--- src/rtl/gpm_pkg.sv ---
// ----------------------------------------------------------------------------
// gpm_pkg
// Shared types, constants and helpers for the path matrix block.
// ----------------------------------------------------------------------------
package gpm_pkg;

    localparam int VERT_MAX = 16;
    localparam int ROW_W    = 16;
    localparam int IDX_W    = $clog2(VERT_MAX);
    localparam int CNT_W    = IDX_W + 1;
    localparam int VC_W     = 5;

    localparam logic [VC_W-1:0] VC_RESET         = VC_W'(VERT_MAX);
    localparam logic            REG_VERTEX_COUNT = 1'b0;

    typedef enum logic [2:0] {
        ST_IDLE,
        ST_COPY,
        ST_KRD,
        ST_KLD,
        ST_ROWS,
        ST_ORD,
        ST_OLD,
        ST_OWAIT
    } t_state;

    typedef struct packed {
        logic             go;
        logic [CNT_W-1:0] n;
    } t_start;

    typedef struct packed {
        logic             rd_en;
        logic [IDX_W-1:0] rd_addr;
        logic             we;
        logic [IDX_W-1:0] wr_addr;
        logic [ROW_W-1:0] wr_data;
    } t_ram_req;

    function automatic logic [CNT_W-1:0] sat_count(input logic [VC_W-1:0] v);
        logic [CNT_W-1:0] r;
        if (v == '0) begin
            r = CNT_W'(1);
        end else if (int'(v) > VERT_MAX) begin
            r = CNT_W'(VERT_MAX);
        end else begin
            r = CNT_W'(v);
        end
        return r;
    endfunction

    function automatic logic [ROW_W-1:0] row_mask(input logic [CNT_W-1:0] n);
        logic [ROW_W-1:0] m;
        for (int j = 0; j < ROW_W; j++) begin
            m[j] = (j < int'(n));
        end
        return m;
    endfunction

endpackage

--- src/rtl/graph_path_matrix_connectivity.sv ---
// ----------------------------------------------------------------------------
// graph_path_matrix_connectivity
// Loads an adjacency matrix row by row and emits its boolean path matrix
// (transitive closure) row by row with a strongly-connected flag.
// ----------------------------------------------------------------------------
//  channel    | dir | payload
//  s_axis     | in  | tdata: row_index[3:0], row_bits[19:4]; tlast: last_row
//  m_axis     | out | tdata: out_row_index[3:0], path_row[19:4];
//             |     | tuser: strongly_connected; tlast: last_out
//  apb        | cfg | reg 0 at 0x0: vertex_count[4:0]
//
//  Load rows are taken one per cycle while the engine is idle. After the
//  last row the rows are copied into the reach RAM, then the closure runs
//  (one reach RAM row update per cycle, pausing at each pivot to fetch the
//  pivot row), then the output rows are read out, held while not taken.
//  No input is taken from the last row until the last result is taken.
//  Synchronous active-low reset; no clearing pass.
// ----------------------------------------------------------------------------
module graph_path_matrix_connectivity
    import gpm_pkg::*;
(
    input  logic        i_clk,
    input  logic        i_rst_n,
    input  logic        i_s_axis_tvalid,
    output logic        o_s_axis_tready,
    input  logic [23:0] i_s_axis_tdata,   // row_index[3:0], row_bits[19:4], zero pad
    input  logic        i_s_axis_tlast,
    output logic        o_m_axis_tvalid,
    input  logic        i_m_axis_tready,
    output logic [23:0] o_m_axis_tdata,   // out_row_index[3:0], path_row[19:4], zero pad
    output logic        o_m_axis_tuser,   // strongly_connected
    output logic        o_m_axis_tlast,
    input  logic        psel,
    input  logic        penable,
    input  logic        pwrite,
    input  logic [2:0]  paddr,
    input  logic [31:0] pwdata,
    output logic [31:0] prdata,
    output logic        pready
);

    logic [VC_W-1:0]  r_vertex_count;
    logic             idle;
    logic             in_acc;
    t_start           start;
    logic             adj_re;
    logic [IDX_W-1:0] adj_raddr;
    logic [ROW_W-1:0] adj_q;
    t_ram_req         reach;
    logic [ROW_W-1:0] reach_q;
    logic [IDX_W-1:0] o_idx;
    logic [ROW_W-1:0] o_row;

    assign pready = 1'b1;
    assign prdata = 32'(r_vertex_count);

    always_ff @(posedge i_clk) begin
        if (!i_rst_n) begin
            r_vertex_count <= VC_RESET;
        end else if (psel && penable && pwrite && pready && paddr[2] == REG_VERTEX_COUNT) begin
            r_vertex_count <= pwdata[VC_W-1:0];
        end
    end

    assign o_s_axis_tready = idle;
    assign in_acc          = i_s_axis_tvalid && idle;
    assign start.go        = in_acc && i_s_axis_tlast;
    assign start.n         = sat_count(r_vertex_count);

    gpm_ram #(.WIDTH(ROW_W), .DEPTH(VERT_MAX)) u_adj_ram (
        .i_clk   (i_clk),
        .i_we    (in_acc),
        .i_waddr (i_s_axis_tdata[IDX_W-1:0]),
        .i_wdata (i_s_axis_tdata[IDX_W+ROW_W-1:IDX_W]),
        .i_re    (adj_re),
        .i_raddr (adj_raddr),
        .o_rdata (adj_q)
    );

    gpm_ram #(.WIDTH(ROW_W), .DEPTH(VERT_MAX)) u_reach_ram (
        .i_clk   (i_clk),
        .i_we    (reach.we),
        .i_waddr (reach.wr_addr),
        .i_wdata (reach.wr_data),
        .i_re    (reach.rd_en),
        .i_raddr (reach.rd_addr),
        .o_rdata (reach_q)
    );

    gpm_engine u_engine (
        .i_clk       (i_clk),
        .i_rst_n     (i_rst_n),
        .i_start     (start),
        .o_idle      (idle),
        .o_adj_re    (adj_re),
        .o_adj_raddr (adj_raddr),
        .i_adj_q     (adj_q),
        .o_reach     (reach),
        .i_reach_q   (reach_q),
        .o_valid     (o_m_axis_tvalid),
        .i_ready     (i_m_axis_tready),
        .o_idx       (o_idx),
        .o_row       (o_row),
        .o_strong    (o_m_axis_tuser),
        .o_last      (o_m_axis_tlast)
    );

    assign o_m_axis_tdata = {4'b0, o_row, o_idx};

endmodule

--- src/rtl/gpm_ram.sv ---
// ----------------------------------------------------------------------------
// gpm_ram
// Simple dual-port synchronous RAM, one write and one registered read port.
// ----------------------------------------------------------------------------
module gpm_ram #(
    parameter int WIDTH = 16,
    parameter int DEPTH = 16
) (
    input  logic                     i_clk,
    input  logic                     i_we,
    input  logic [$clog2(DEPTH)-1:0] i_waddr,
    input  logic [WIDTH-1:0]         i_wdata,
    input  logic                     i_re,
    input  logic [$clog2(DEPTH)-1:0] i_raddr,
    output logic [WIDTH-1:0]         o_rdata
);

    logic [WIDTH-1:0] r_mem [DEPTH];
    logic [WIDTH-1:0] r_rdata;

    always_ff @(posedge i_clk) begin
        if (i_we) begin
            r_mem[i_waddr] <= i_wdata;
        end
    end

    always_ff @(posedge i_clk) begin
        if (i_re) begin
            r_rdata <= r_mem[i_raddr];
        end
    end

    assign o_rdata = r_rdata;

endmodule

--- src/rtl/gpm_engine.sv ---
// ----------------------------------------------------------------------------
// gpm_engine
// Sequencer: copies adjacency rows into the reach RAM, runs the closure
// one row update per cycle bar pivot fetches, then streams the reach rows out.
// ----------------------------------------------------------------------------
module gpm_engine
    import gpm_pkg::*;
(
    input  logic             i_clk,
    input  logic             i_rst_n,
    input  t_start           i_start,
    output logic             o_idle,
    output logic             o_adj_re,
    output logic [IDX_W-1:0] o_adj_raddr,
    input  logic [ROW_W-1:0] i_adj_q,
    output t_ram_req         o_reach,
    input  logic [ROW_W-1:0] i_reach_q,
    output logic             o_valid,
    input  logic             i_ready,
    output logic [IDX_W-1:0] o_idx,
    output logic [ROW_W-1:0] o_row,
    output logic             o_strong,
    output logic             o_last
);

    t_state           r_state, n_state;
    logic [CNT_W-1:0] r_i, n_i;
    logic [CNT_W-1:0] r_k, n_k;
    logic [CNT_W-1:0] r_n, n_n;
    logic [ROW_W-1:0] r_mask, n_mask;
    logic [ROW_W-1:0] r_rowk, n_rowk;
    logic             r_strong, n_strong;
    logic             r_cp, n_cp;
    logic             r_wb, n_wb;
    logic [IDX_W-1:0] r_paddr, n_paddr;
    logic             r_ovalid, n_ovalid;
    logic [IDX_W-1:0] r_oidx, n_oidx;
    logic [ROW_W-1:0] r_orow, n_orow;
    logic             r_olast, n_olast;
    logic [ROW_W-1:0] upd;
    logic [CNT_W-1:0] n_last;
    logic [CNT_W-1:0] i_nxt;

    always_ff @(posedge i_clk) begin
        if (!i_rst_n) begin
            r_state  <= ST_IDLE;
            r_cp     <= 1'b0;
            r_wb     <= 1'b0;
            r_ovalid <= 1'b0;
        end else begin
            r_state  <= n_state;
            r_cp     <= n_cp;
            r_wb     <= n_wb;
            r_ovalid <= n_ovalid;
        end
    end

    always_ff @(posedge i_clk) begin
        r_i      <= n_i;
        r_k      <= n_k;
        r_n      <= n_n;
        r_mask   <= n_mask;
        r_rowk   <= n_rowk;
        r_strong <= n_strong;
        r_paddr  <= n_paddr;
        r_oidx   <= n_oidx;
        r_orow   <= n_orow;
        r_olast  <= n_olast;
    end

    assign n_last = r_n - CNT_W'(1);
    assign i_nxt  = r_i + CNT_W'(1);
    assign upd    = i_reach_q[r_k[IDX_W-1:0]] ? (i_reach_q | r_rowk) : i_reach_q;

    always_comb begin
        n_state     = r_state;
        n_i         = r_i;
        n_k         = r_k;
        n_n         = r_n;
        n_mask      = r_mask;
        n_rowk      = r_rowk;
        n_strong    = r_strong;
        n_cp        = 1'b0;
        n_wb        = 1'b0;
        n_paddr     = r_paddr;
        n_ovalid    = r_ovalid;
        n_oidx      = r_oidx;
        n_orow      = r_orow;
        n_olast     = r_olast;
        o_adj_re    = 1'b0;
        o_adj_raddr = r_i[IDX_W-1:0];
        o_reach     = '0;

        // write-back of the request issued last cycle
        if (r_cp) begin
            o_reach.we      = 1'b1;
            o_reach.wr_addr = r_paddr;
            o_reach.wr_data = i_adj_q & r_mask;
        end else if (r_wb) begin
            o_reach.we      = 1'b1;
            o_reach.wr_addr = r_paddr;
            o_reach.wr_data = upd;
            if (r_k == n_last) begin
                n_strong = r_strong & (upd == r_mask);
            end
        end

        case (r_state)
            ST_IDLE: begin
                if (i_start.go) begin
                    n_n     = i_start.n;
                    n_mask  = row_mask(i_start.n);
                    n_i     = '0;
                    n_state = ST_COPY;
                end
            end
            ST_COPY: begin
                if (r_i < r_n) begin
                    o_adj_re = 1'b1;
                    n_cp     = 1'b1;
                    n_paddr  = r_i[IDX_W-1:0];
                    n_i      = i_nxt;
                end else begin
                    n_k      = '0;
                    n_strong = 1'b1;
                    n_state  = ST_KRD;
                end
            end
            ST_KRD: begin
                o_reach.rd_en   = 1'b1;
                o_reach.rd_addr = r_k[IDX_W-1:0];
                n_state         = ST_KLD;
            end
            ST_KLD: begin
                n_rowk          = i_reach_q;
                o_reach.rd_en   = 1'b1;
                o_reach.rd_addr = '0;
                n_wb            = 1'b1;
                n_paddr         = '0;
                n_i             = CNT_W'(1);
                n_state         = ST_ROWS;
            end
            ST_ROWS: begin
                if (r_i < r_n) begin
                    o_reach.rd_en   = 1'b1;
                    o_reach.rd_addr = r_i[IDX_W-1:0];
                    n_wb            = 1'b1;
                    n_paddr         = r_i[IDX_W-1:0];
                    n_i             = i_nxt;
                end else if (r_k == n_last) begin
                    n_i     = '0;
                    n_state = ST_ORD;
                end else begin
                    n_k     = r_k + CNT_W'(1);
                    n_state = ST_KRD;
                end
            end
            ST_ORD: begin
                o_reach.rd_en   = 1'b1;
                o_reach.rd_addr = r_i[IDX_W-1:0];
                n_state         = ST_OLD;
            end
            ST_OLD: begin
                n_ovalid = 1'b1;
                n_oidx   = r_i[IDX_W-1:0];
                n_orow   = i_reach_q;
                n_olast  = (r_i == n_last);
                n_state  = ST_OWAIT;
            end
            ST_OWAIT: begin
                if (i_ready) begin
                    n_ovalid = 1'b0;
                    if (r_olast) begin
                        n_state = ST_IDLE;
                    end else begin
                        n_i             = i_nxt;
                        o_reach.rd_en   = 1'b1;
                        o_reach.rd_addr = i_nxt[IDX_W-1:0];
                        n_state         = ST_OLD;
                    end
                end
            end
            default: begin
                n_state = ST_IDLE;
            end
        endcase
    end

    assign o_idle   = (r_state == ST_IDLE);
    assign o_valid  = r_ovalid;
    assign o_idx    = r_oidx;
    assign o_row    = r_orow;
    assign o_strong = r_strong;
    assign o_last   = r_olast;

endmodule
--- config.mk ---
export PLATFORM = sky130hd
export DESIGN_NAME = graph_path_matrix_connectivity
export DESIGN_NICKNAME = d
export VERILOG_FILES = /design/src/rtl/gpm_pkg.sv /design/src/rtl/graph_path_matrix_connectivity.sv /design/src/rtl/gpm_ram.sv /design/src/rtl/gpm_engine.sv
export SDC_FILE = /design/constraint.sdc
export NUM_CORES = 1
export LEC_CHECK = 0
export ABC_AREA = 1
export ABC_CLOCK_PERIOD_IN_PS = 8010
export BUFFER_PORTS_ARGS = -buffer_cell sky130_fd_sc_hd__buf_2
export CAP_MARGIN = 5
export CORE_MARGIN = 3
export CORE_UTILIZATION = 55
export DETAILED_ROUTE_END_ITERATION = 6
export GPL_TIMING_DRIVEN = 0
export PLACE_DENSITY = 0.78
export SLEW_MARGIN = 25
export SYNTH_ARGS = -nofsm -noshare
export SYNTH_HDL_FRONTEND = slang
export SYNTH_SLANG_ARGS = --single-unit
--- constraint.sdc ---
create_clock -name i_clk -period 8.01 [get_ports i_clk]
set_clock_uncertainty 0.1 [all_clocks]
set_input_delay 1.602 -clock i_clk [delete_from_list [all_inputs] [get_ports i_clk]]
set_output_delay 1.602 -clock i_clk [all_outputs]
set_load 0.01 [all_outputs]
; Yosys cells after proc, flatten, opt, wreduce, memory -nomap -nowiden
; Memory sizes are Yosys's and may differ from the RTL's. A register that Yosys moved wholly into a read port is not among the register bits.
; Index checks and enable logic that the tools add are counted.
[word_totals]
mem_bits_rw = 512
register_bits = 84
wordCells = 125
output_inout_bits = 61
n_memories = 2
[mem_list]
columns = name, depth, word_bits, read_ports, rd_clocked_by_memory_dff, wr, line
row1 = u_adj_ram.r_mem, 16, 16, 1, 1, 1, gpm_ram.sv:18  ; logic [WIDTH-1:0] r_mem [DEPTH];
row2 = u_reach_ram.r_mem, 16, 16, 1, 1, 1, gpm_ram.sv:18
[classes]
n_reduce_logical = 18
eq_ne = 19
add_sub_neg = 3
muxes = 45
magnitude_cmp = 19
n_bitwise = 4
[ops]
columns = cell, n
row1 = two-way mux 5 bit, 14
row2 = case mux 5 bit (5 select lines), 2
row3 = two-way mux 21 bit, 2
row4 = "less-than comparator 4 x 5 -> 1 bit, first input constant", 8
row5 = case mux 3 bit (8 select lines), 1
row6 = "less-than comparator 3 x 5 -> 1 bit, first input constant", 4
row7 = two-way mux 3 bit, 6
row8 = bitwise AND 16 bit, 1
row9 = == test 16 bit, 1
row10 = two-way mux 16 bit, 1
row11 = bitwise OR 16 bit, 1
row12 = two-way mux 1 bit, 13
row13 = "== test 3 bit, second input constant", 4
row14 = "adder 5 x 1 -> 5 bit, second input constant", 2
row15 = == test 5 bit, 2
row16 = "less-than comparator 1 x 5 -> 1 bit, first input constant", 2
row17 = "less-than comparator 2 x 5 -> 1 bit, first input constant", 2
row18 = "!= test 2 bit, second input constant", 5
row19 = case mux 5 bit (2 select lines), 1
row20 = case mux 4 bit (2 select lines), 1
row21 = AND reduction 4 bit, 2
row22 = "== test 3 x 2 -> 1 bit, second input constant", 2
row23 = "!= test 2 x 1 -> 1 bit, second input constant", 3
row24 = AND reduction 2 bit, 3
row25 = other kinds (18), 25

; Logic depth before layout (Yosys ltp)
; Gate-level depths: netlist of run 1.
[depth]
depth_word = 10
ltp_mapped = 20
mapped_depth_nobuf = 18

; By module
; A second synthesis of run 1 with hierarchy kept.
[hier_totals]
cells_unflattened = 2749
area_unflattened_um2 = 28010.6
[by_module_without_submodules]
columns = mod, seq_area_each_um2, area_each_um2, n_inst, cells_each
row1 = gpm_ram at u_adj_ram, 8167.8, 11546.1, 1, 1075
row2 = gpm_ram at u_reach_ram, 8167.8, 11541.1, 1, 1074
row3 = gpm_engine, 2272.2, 4386.7, 1, 517
row4 = graph_path_matrix_connectivity, 100.1, 536.8, 1, 83

; Least setup slack after synthesis of run 1
; OpenSTA, ideal clock, no wires.
[synth_timing]
path_type = input to register
start = input i_s_axis_tlast
end = register u_engine.r_i[0] (enable)
stages = 3
t_required_ns = 7.529
n_path_buf = 0
slack_ns = 4.480
setup_ns = 0.381
arrival_time_ns = 3.049
cell_sequence = and3_1 -> o21ai_0 -> nor4_1
[synth_via]
elab_chain_len = 3
[synth_rtl]
columns = item, line
row1 = start: declaration, graph_path_matrix_connectivity.sv:27  ; input logic i_s_axis_tlast,
row2 = logical AND 1 bit, graph_path_matrix_connectivity.sv:67  ; assign start.go = in_acc && i_s_axis_tlast;
row3 = != test 2 x 1 -> 1 bit (no line), -
row4 = AND reduction 6 bit (no line), -
row5 = end signal: assignment, gpm_engine.sv:59  ; r_i <= n_i;
row6 = end: declaration, gpm_engine.sv:27  ; logic [CNT_W-1:0] r_i, n_i;
; Every way passes these cells.
; A chain may end at the register's enable or synchronous reset.

; Worst setup path after layout of run 1
[layout_timing]
start = register u_engine.r_i[0]
end = register u_reach_ram.r_rdata[5] (netlist: u_reach_ram.o_rdata[5]) (read register of u_reach_ram.r_mem) (data pin)
[layout_via]
elab_chain_len = 4
elab_cells_between_ends = 6
classes_between = 1 x add/sub / 1 x order compare / 4 x mux
[layout_rtl]
columns = item, line
row1 = adder 5 x 1 -> 5 bit, gpm_engine.sv:72  ; assign i_nxt = r_i + CNT_W'(1);
row2 = two-way mux 5 bit, gpm_engine.sv:173  ; if (r_olast) begin
row3 = two-way mux 5 bit, gpm_engine.sv:171  ; if (i_ready) begin
row4 = case mux 5 bit (5 select lines) *, gpm_engine.sv:108  ; case (r_state)
row5 = end: declaration, gpm_ram.sv:19  ; logic [WIDTH-1:0] r_rdata;
; Every way passes the cells marked *; elsewhere a longest branch is shown, timed or not.

==> results.json, run 1 <==
{
  "outcome": "complete, no violations",
  "cts_hold_buffers": 0,
  "critical_path.slowest_cell": "a211oi_4",
  "syn_inst": 2151,
  "path_max_fanout": 10,
  "slew_viol_final": 0,
  "clock_path_buffers": 3,
  "crit_path_cell_trace": "clkbuf_1 -> inv_2 -> clkbuf_1 -> clkbuf_1 -> ha_1 -> or3_1 -> and2_4 -> nand2_4 -> nand2_4 -> a211oi_4 -> inv_2 -> buf_2 -> nand3_1 -> nand3_1 -> nand2_1",
  "dp_cells": 2885,
  "die_w_um": 224.6,
  "critical-path-top-delay-family": "buffers and inverters",
  "fin_crit_sh_pct": 60.16,
  "ios": 128,
  "clock_latency_ps": 650,
  "grt_pass1_vias": 17761,
  "peakVddDrop_mv": 0.2206,
  "detail_route.wl_per_cell_um": 23.17,
  "relSlewSlack_pct": 32.56,
  "drt-total-wl_um": 69330,
  "drcViolationCount": 0,
  "p_clk_share_pct": 31.1,
  "rsz0062_at_grt": "false",
  "min-delay-start": "u_engine.o_strong$_DFF_P_",
  "tightest_slew_ps": 1012,
  "min_to": "u_engine.o_strong$_DFF_P_",
  "whs_path_depth": 2,
  "period_minus_slack_ps": 4819,
  "cp.required_ps": 8390,
  "r2r-start": "u_engine.r_i[0]$_DFFE_PP_",
  "die_h_um": 224.6,
  "antenna_found_initial": 3,
  "cellLeakagePower_nw": 10.79,
  "htree_levels": 2,
  "first_iter_violations": 2862,
  "clock-sinks": 627,
  "cp.depth": 15,
  "die-area_mm2": 0.05045,
  "detailed_place_hpwl_um": 47090,
  "yosysWarningCount": 0,
  "track_usage_pct": 27.06,
  "worstSetupStartpointType": "flip-flop",
  "syn_avg_cell_area_um2": 12.22,
  "port_buffers": 62,
  "gr-total-overflow": 0,
  "core_mm2": 0.04685,
  "max_stage_delay_ps": 540,
  "drtPass1Iterations": 7,
  "ys_ff_latch": 627,
  "cp.arrival_ps": 5200,
  "instances_no_fill": 2992,
  "start_util_pct": 56.10,
  "p_switching_w": 0.002943,
  "max_freq_ghz": 0.2075,
  "synth.largest_area_cell": "edfxtp_1",
  "path_buf_inv": 6,
  "rrSetupSlack_ps": 3190,
  "critical_path_class": "flip-flop to flip-flop",
  "hold_viol_final": 0,
  "p_comb_share_pct": 24.4,
  "r2r-end": "u_reach_ram.o_rdata[5]$_DFFE_PP_",
  "synth_top_area_share_pct": 70.26,
  "fin_tns_setup_ps": 0,
  "cts_resized": 0,
  "grt_max_degree": 24,
  "ff2ff_path_depth": 15,
  "intPower_w": 0.005994,
  "cts_tree": "built",
  "fin_nets": 2416,
  "syn_to_final_growth_pct": 14.02,
  "layout-drive-gt1-share_pct": 14.28,
  "numCtsBuffers": 61,
  "drt-vias-per-instance": 6.121,
  "power.density_mw_per_mm2": 298.2,
  "multiInputGateArea_mm2": 0.006235,
  "cp_common_cell": "clkbuf_1",
  "seqPwrFrac_pct": 44.5,
  "maxCapViolCount": 0,
  "num_vias": 18313,
  "fillCellCount": 3341,
  "setup_viol_count_final": 0,
  "gp_congestion": 0.9912,
  "synth_cell_type_count": 39,
  "cts_setup_buffers": 0,
  "root_buffer": "clkbuf_16",
  "switching_share_pct": 32.93,
  "synth_seq_area_share_pct": 71.18,
  "grt_first_pass_wirelength_um": 102800,
  "min_path_type": "flip-flop to flip-flop",
  "num_rows": 79,
  "seq_area_mm2": 0.01871,
  "synthTopCellsByArea": "edfxtp_1, nand2_1, o211ai_1, nand3_1, inv_1",
  "end_kind": "flip-flop",
  "synth_area_mm2": 0.02628,
  "detail-route-antenna-nets": 0,
  "clk_pin_slew_ps": 60
}
[cell families after synthesis]
logic type | count (synthesis) | synth area share [%]
fa+ha+maj | 8 | 0.3808
flops | 627 | 71.18
buf+inv | 355 | 6.155
other cells | 2 | 0.02857
xor+xnor | 14 | 0.4665
simple gates | 715 | 11.58
compound gates | 430 | 10.22
[cell type report]
class                      instances  area share, %
sequential                       627          62.42
inverter                         211          2.643
clock buffer                      71          5.219
timing repair buffer              96          2.426
multi-input combinational       1200          20.80
buffer                           144          2.755
clock inverter                    32          1.165
tap                              607          2.534
antenna                            4        0.03340
[routing by layer]
metal,track usage [%],vias to the layer above,routed length (µm)
met3,6.500,252,8189
met5,0,-,0
met1,35.60,8781,25200
met4,11.56,0,3036
li1,-,8056,-
met2,43.64,1224,32900
[worst max path at each step]
| stage | slack (ps) | from | endpoint |
|---|---|---|---|
| after floorplan | 4480 | i_s_axis_tlast | u_engine.r_i[0]$_DFFE_PP_ |
| after global placement | 3490 | u_engine.r_i[0]$_DFFE_PP_ | u_reach_ram.o_rdata[8]$_DFFE_PP_ |
| after detailed placement | 3460 | u_engine.r_i[0]$_DFFE_PP_ | u_reach_ram.o_rdata[5]$_DFFE_PP_ |
| after CTS | 3420 | u_engine.r_i[0]$_DFFE_PP_ | u_reach_ram.o_rdata[5]$_DFFE_PP_ |
| after global routing | 3120 | u_engine.r_i[0]$_DFFE_PP_ | u_reach_ram.o_rdata[10]$_DFFE_PP_ |
| final | 3190 | u_engine.r_i[0]$_DFFE_PP_ | u_reach_ram.o_rdata[5]$_DFFE_PP_ |
[sequential cells by signal (all words and copies together), names as in the netlist]
| name | flops |
|---|---|
| u_adj_ram.r_mem | 256 |
| u_reach_ram.r_mem | 256 |
| u_adj_ram.o_rdata | 16 |
| u_engine.o_row | 16 |
| u_engine.r_rowk | 16 |
| u_reach_ram.o_rdata | 16 |
| u_engine.r_mask | 15 |
| r_vertex_count | 5 |
| u_engine.r_i | 5 |
| u_engine.r_k | 5 |
| u_engine.r_n | 5 |
| u_engine.o_idx | 4 |
| u_engine.r_paddr | 4 |
| u_engine.r_state | 3 |
| u_engine.o_last | 1 |
| u_engine.o_strong | 1 |
| u_engine.o_valid | 1 |
| u_engine.r_cp | 1 |
| u_engine.r_wb | 1 |
[worst register-to-register path: stages (launching register included)]
cell and delay [ps]:
edfxtp_1 490, clkbuf_1 410, inv_2 150, clkbuf_1 370, clkbuf_1 500, ha_1 370
or3_1 370, and2_4 170, nand2_4 80, nand2_4 80, a211oi_4 540, inv_2 200
buf_2 240, nand3_1 160, nand3_1 230, nand2_1 200
[synth_stat cells, drive strengths merged]
| cell | n |
|---|---|
| edfxtp | 615 |
| xnor2 | 5 |
| nand3 | 184 |
| xor2 | 9 |
| nor2 | 188 |
| buf | 94 |
| dfxtp | 12 |
| and3 | 1 |
| nor4 | 2 |
| a21oi | 84 |
| inv | 211 |
| or2 | 1 |
| o22ai | 33 |
| a21boi | 1 |
| o21a | 1 |
| nor3 | 5 |
| ha | 8 |
| or3 | 1 |
| a31oi | 1 |
| nand4 | 5 |
| o211ai | 130 |
| clkbuf | 50 |
| nand3b | 14 |
| o21ai | 143 |
| o221ai | 32 |
| nand2 | 313 |
| a211oi | 3 |
| conb | 2 |
| and2 | 1 |
| o31ai | 2 |
[placed cells by master, fill, tap and decap left out, types with 64 or more instances in the layout]
cell	instances
buf_2	89
o211ai_1	130
a21oi_1	83
edfxtp_1	615
inv_1	207
o21ai_0	127
buf_4	64
nand2_1	307
nor2_1	154
nand3_1	181
[through the flow]
| step | setup WS, ps | util, % | power [W] | hold slack (ps) | area, µm² |
|---|---|---|---|---|---|
| after floorplan | 4480 | - | 0.005224 | 355.0 | 26400 |
| after global placement | 3494 | 58.63 | 0.005989 | 369.2 | 27470 |
| after detailed placement | 3457 | 59.86 | 0.006105 | 378.2 | 28050 |
| after CTS | 3415 | 63.95 | 0.008850 | 387.5 | 29960 |
| after global routing | 3117 | 63.95 | 0.009214 | 418.2 | 29960 |
| final | 3191 | 63.97 | 0.008937 | 383.0 | 29970 |
[power groups by stage]
stage	sequential, W	combinational [W]	clock (W)
after floorplan	0.00399	0.00124	0
after CTS	0.00397	0.00209	0.00279
final	0.00398	0.00218	0.00278
after detailed placement	0.00404	0.00207	0
after global routing	0.00398	0.00232	0.00292
after global placement	0.00405	0.00194	0
Power figures use the tool's default switching activity.
==> run 2: changes to the inputs <==
Settings changed: ABC_CLOCK_PERIOD_IN_PS 8010 to 4600.
Clock period 8.01 ns to 4.6 ns, I/O delays scaled along.
==> results.json, run 2 (synthesis gave the netlist of run 1 again) <==
{
  "p_clk_share_pct": 31.1,
  "grtUsageMet2_pct": 43.64,
  "cts_setup_buffers": 0,
  "p_switching_w": 0.005124,
  "path_max_fanout": 10,
  "min_path_type": "flip-flop to flip-flop",
  "gp_congestion": 0.9912,
  "drt-vias-per-instance": 6.122,
  "clock_latency_ps": 650,
  "track_usage_pct": 27.06,
  "p_comb_share_pct": 24.4,
  "cellLeakagePower_nw": 10.80,
  "cts_hold_buffers": 0,
  "clock_path_buffers": 3,
  "drtPass1Iterations": 6,
  "rsz0062_at_grt": "false",
  "tightest_slew_ps": 1009,
  "fin_tns_setup_ps": 0,
  "core_mm2": 0.04685,
  "ios": 128,
  "detailed_place_hpwl_um": 47090,
  "htree_levels": 2,
  "num_vias": 18310,
  "clock-sinks": 627,
  "first_iter_violations": 2881,
  "port_buffers": 62,
  "largest_registers": "u_adj_ram.r_mem: 256 flops, u_reach_ram.r_mem: 256 flops",
  "slew_viol_final": 0,
  "max_freq_ghz": 0.2237,
  "switching_share_pct": 32.92,
  "gr-usage-met1_pct": 35.60,
  "period_minus_slack_ps": 4470,
  "die_h_um": 224.6,
  "outcome": "complete, no violations",
  "fin_nets": 2416,
  "final_cell_mix": "edfxtp_1, nand2_1, inv_1",
  "die_w_um": 224.6,
  "busiest_layer": "met2",
  "drt-total-wl_um": 69390,
  "power.density_mw_per_mm2": 519.3,
  "end_kind": "flip-flop",
  "cp.arrival_ps": 4850,
  "layout-drive-gt1-share_pct": 14.36,
  "detail_route.wl_per_cell_um": 23.20,
  "critical_path_class": "flip-flop to flip-flop",
  "hold_viol_final": 0,
  "maxCapViolCount": 0,
  "grt_pass1_vias": 17761,
  "peakVddDrop_mv": 0.3856,
  "start_util_pct": 56.10,
  "fin_crit_sh_pct": 97.18,
  "syn_to_final_growth_pct": 14.02,
  "root_buffer": "clkbuf_16",
  "cp.required_ps": 4980,
  "setup_viol_count_final": 0,
  "worstSetupStartpointType": "flip-flop",
  "seqPwrFrac_pct": 44.5,
  "intPower_w": 0.01044,
  "grt_max_degree": 24,
  "detail-route-antenna-nets": 0,
  "final_common_cell": "edfxtp_1",
  "use_met3_pct": 6.500,
  "antenna_found_initial": 3,
  "grt_first_pass_wirelength_um": 102800,
  "numCtsBuffers": 61,
  "die-area_mm2": 0.05045,
  "drcViolationCount": 0,
  "dp_cells": 2885,
  "gr-total-overflow": 0,
  "cts_tree": "built",
  "num_rows": 79,
  "relSlewSlack_pct": 32.75,
  "instances_no_fill": 2991,
  "clk_pin_slew_ps": 60
}
==> run 2: final timing paths <==
path / from / end / slack (ps) / depth (start not counted)
setup / recovery: u_engine.r_i[0]$_DFFE_PP_ / u_reach_ram.o_rdata[5]$_DFFE_PP_ / 130 / 15
hold / removal: u_engine.o_strong$_DFF_P_ / u_engine.o_strong$_DFF_P_ / 380 / 2
setup reg to reg: u_engine.r_i[0]$_DFFE_PP_ / u_reach_ram.o_rdata[5]$_DFFE_PP_ / 130 / 15
hold reg to reg: u_engine.o_strong$_DFF_P_ / u_engine.o_strong$_DFF_P_ / 380 / 2
==> run 2: through the flow <==
stage / hold slack [ps] / power [W] / setup slack [ps] / util (%) / instance area, µm²
6_report: 383.1 / 0.01556 / 129.7 / 63.97 / 29970
5_1_grt: 404.6 / 0.01605 / 64.73 / 63.95 / 29960
4_1_cts: 383.2 / 0.01541 / 5.091 / 63.95 / 29960
3_5_place_dp: 378.2 / 0.01063 / 46.72 / 59.86 / 28050
3_3_place_gp: 369.2 / 0.01043 / 84.22 / 58.63 / 27470
2_1_floorplan: 355.0 / 0.009097 / 1530 / - / 26400
==> run 2: final cells by class <==
cell class | count | area, µm²
antenna | 3 | 7.507
buffer | 144 | 828.3
clock buffer | 71 | 1564
clock inverter | 32 | 349.1
fill | 3342 | 16880
inverter | 211 | 792.0
multi-input combinational | 1200 | 6235
sequential | 627 | 18710
tap | 607 | 759.5
timing repair buffer | 96 | 726.9
==> run 2: worst max-delay path, cell delays in order, from the launching register on <==
cell	delay, ps
edfxtp_1	490
clkbuf_2	290
inv_2	110
clkbuf_1	340
clkbuf_2	410
ha_1	300
or3_1	370
and2_4	170
nand2_4	80
nand2_4	70
a211oi_4	530
inv_2	190
buf_2	240
nand3_1	150
nand3_1	220
nand2_1	200
==> run 2: what timing repair did <==
| item | CTS | global route |
|---|---|---|
| endpoints found under the setup margin | 0 | 32 |
| gates resized for setup | 0 | 5 |
| endpoints found under the hold margin | 0 | 0 |
==> run 2: power groups by stage <==
stage          clock (W)  sequential (W)  combinational [W]
6_report         0.00484         0.00692            0.00380
4_1_cts          0.00486         0.00692            0.00363
3_3_place_gp           0         0.00704            0.00339
5_1_grt          0.00508         0.00694            0.00403
2_1_floorplan          0         0.00695            0.00215
3_5_place_dp           0         0.00703            0.00360
==> run 2: layer usage <==
metal | share of wire, % | vias to the layer above
met5 | 0 | -
met4 | 4.2 | 0
met3 | 12 | 241
met2 | 48 | 1251
met1 | 36 | 8770
li1 | - | 8048
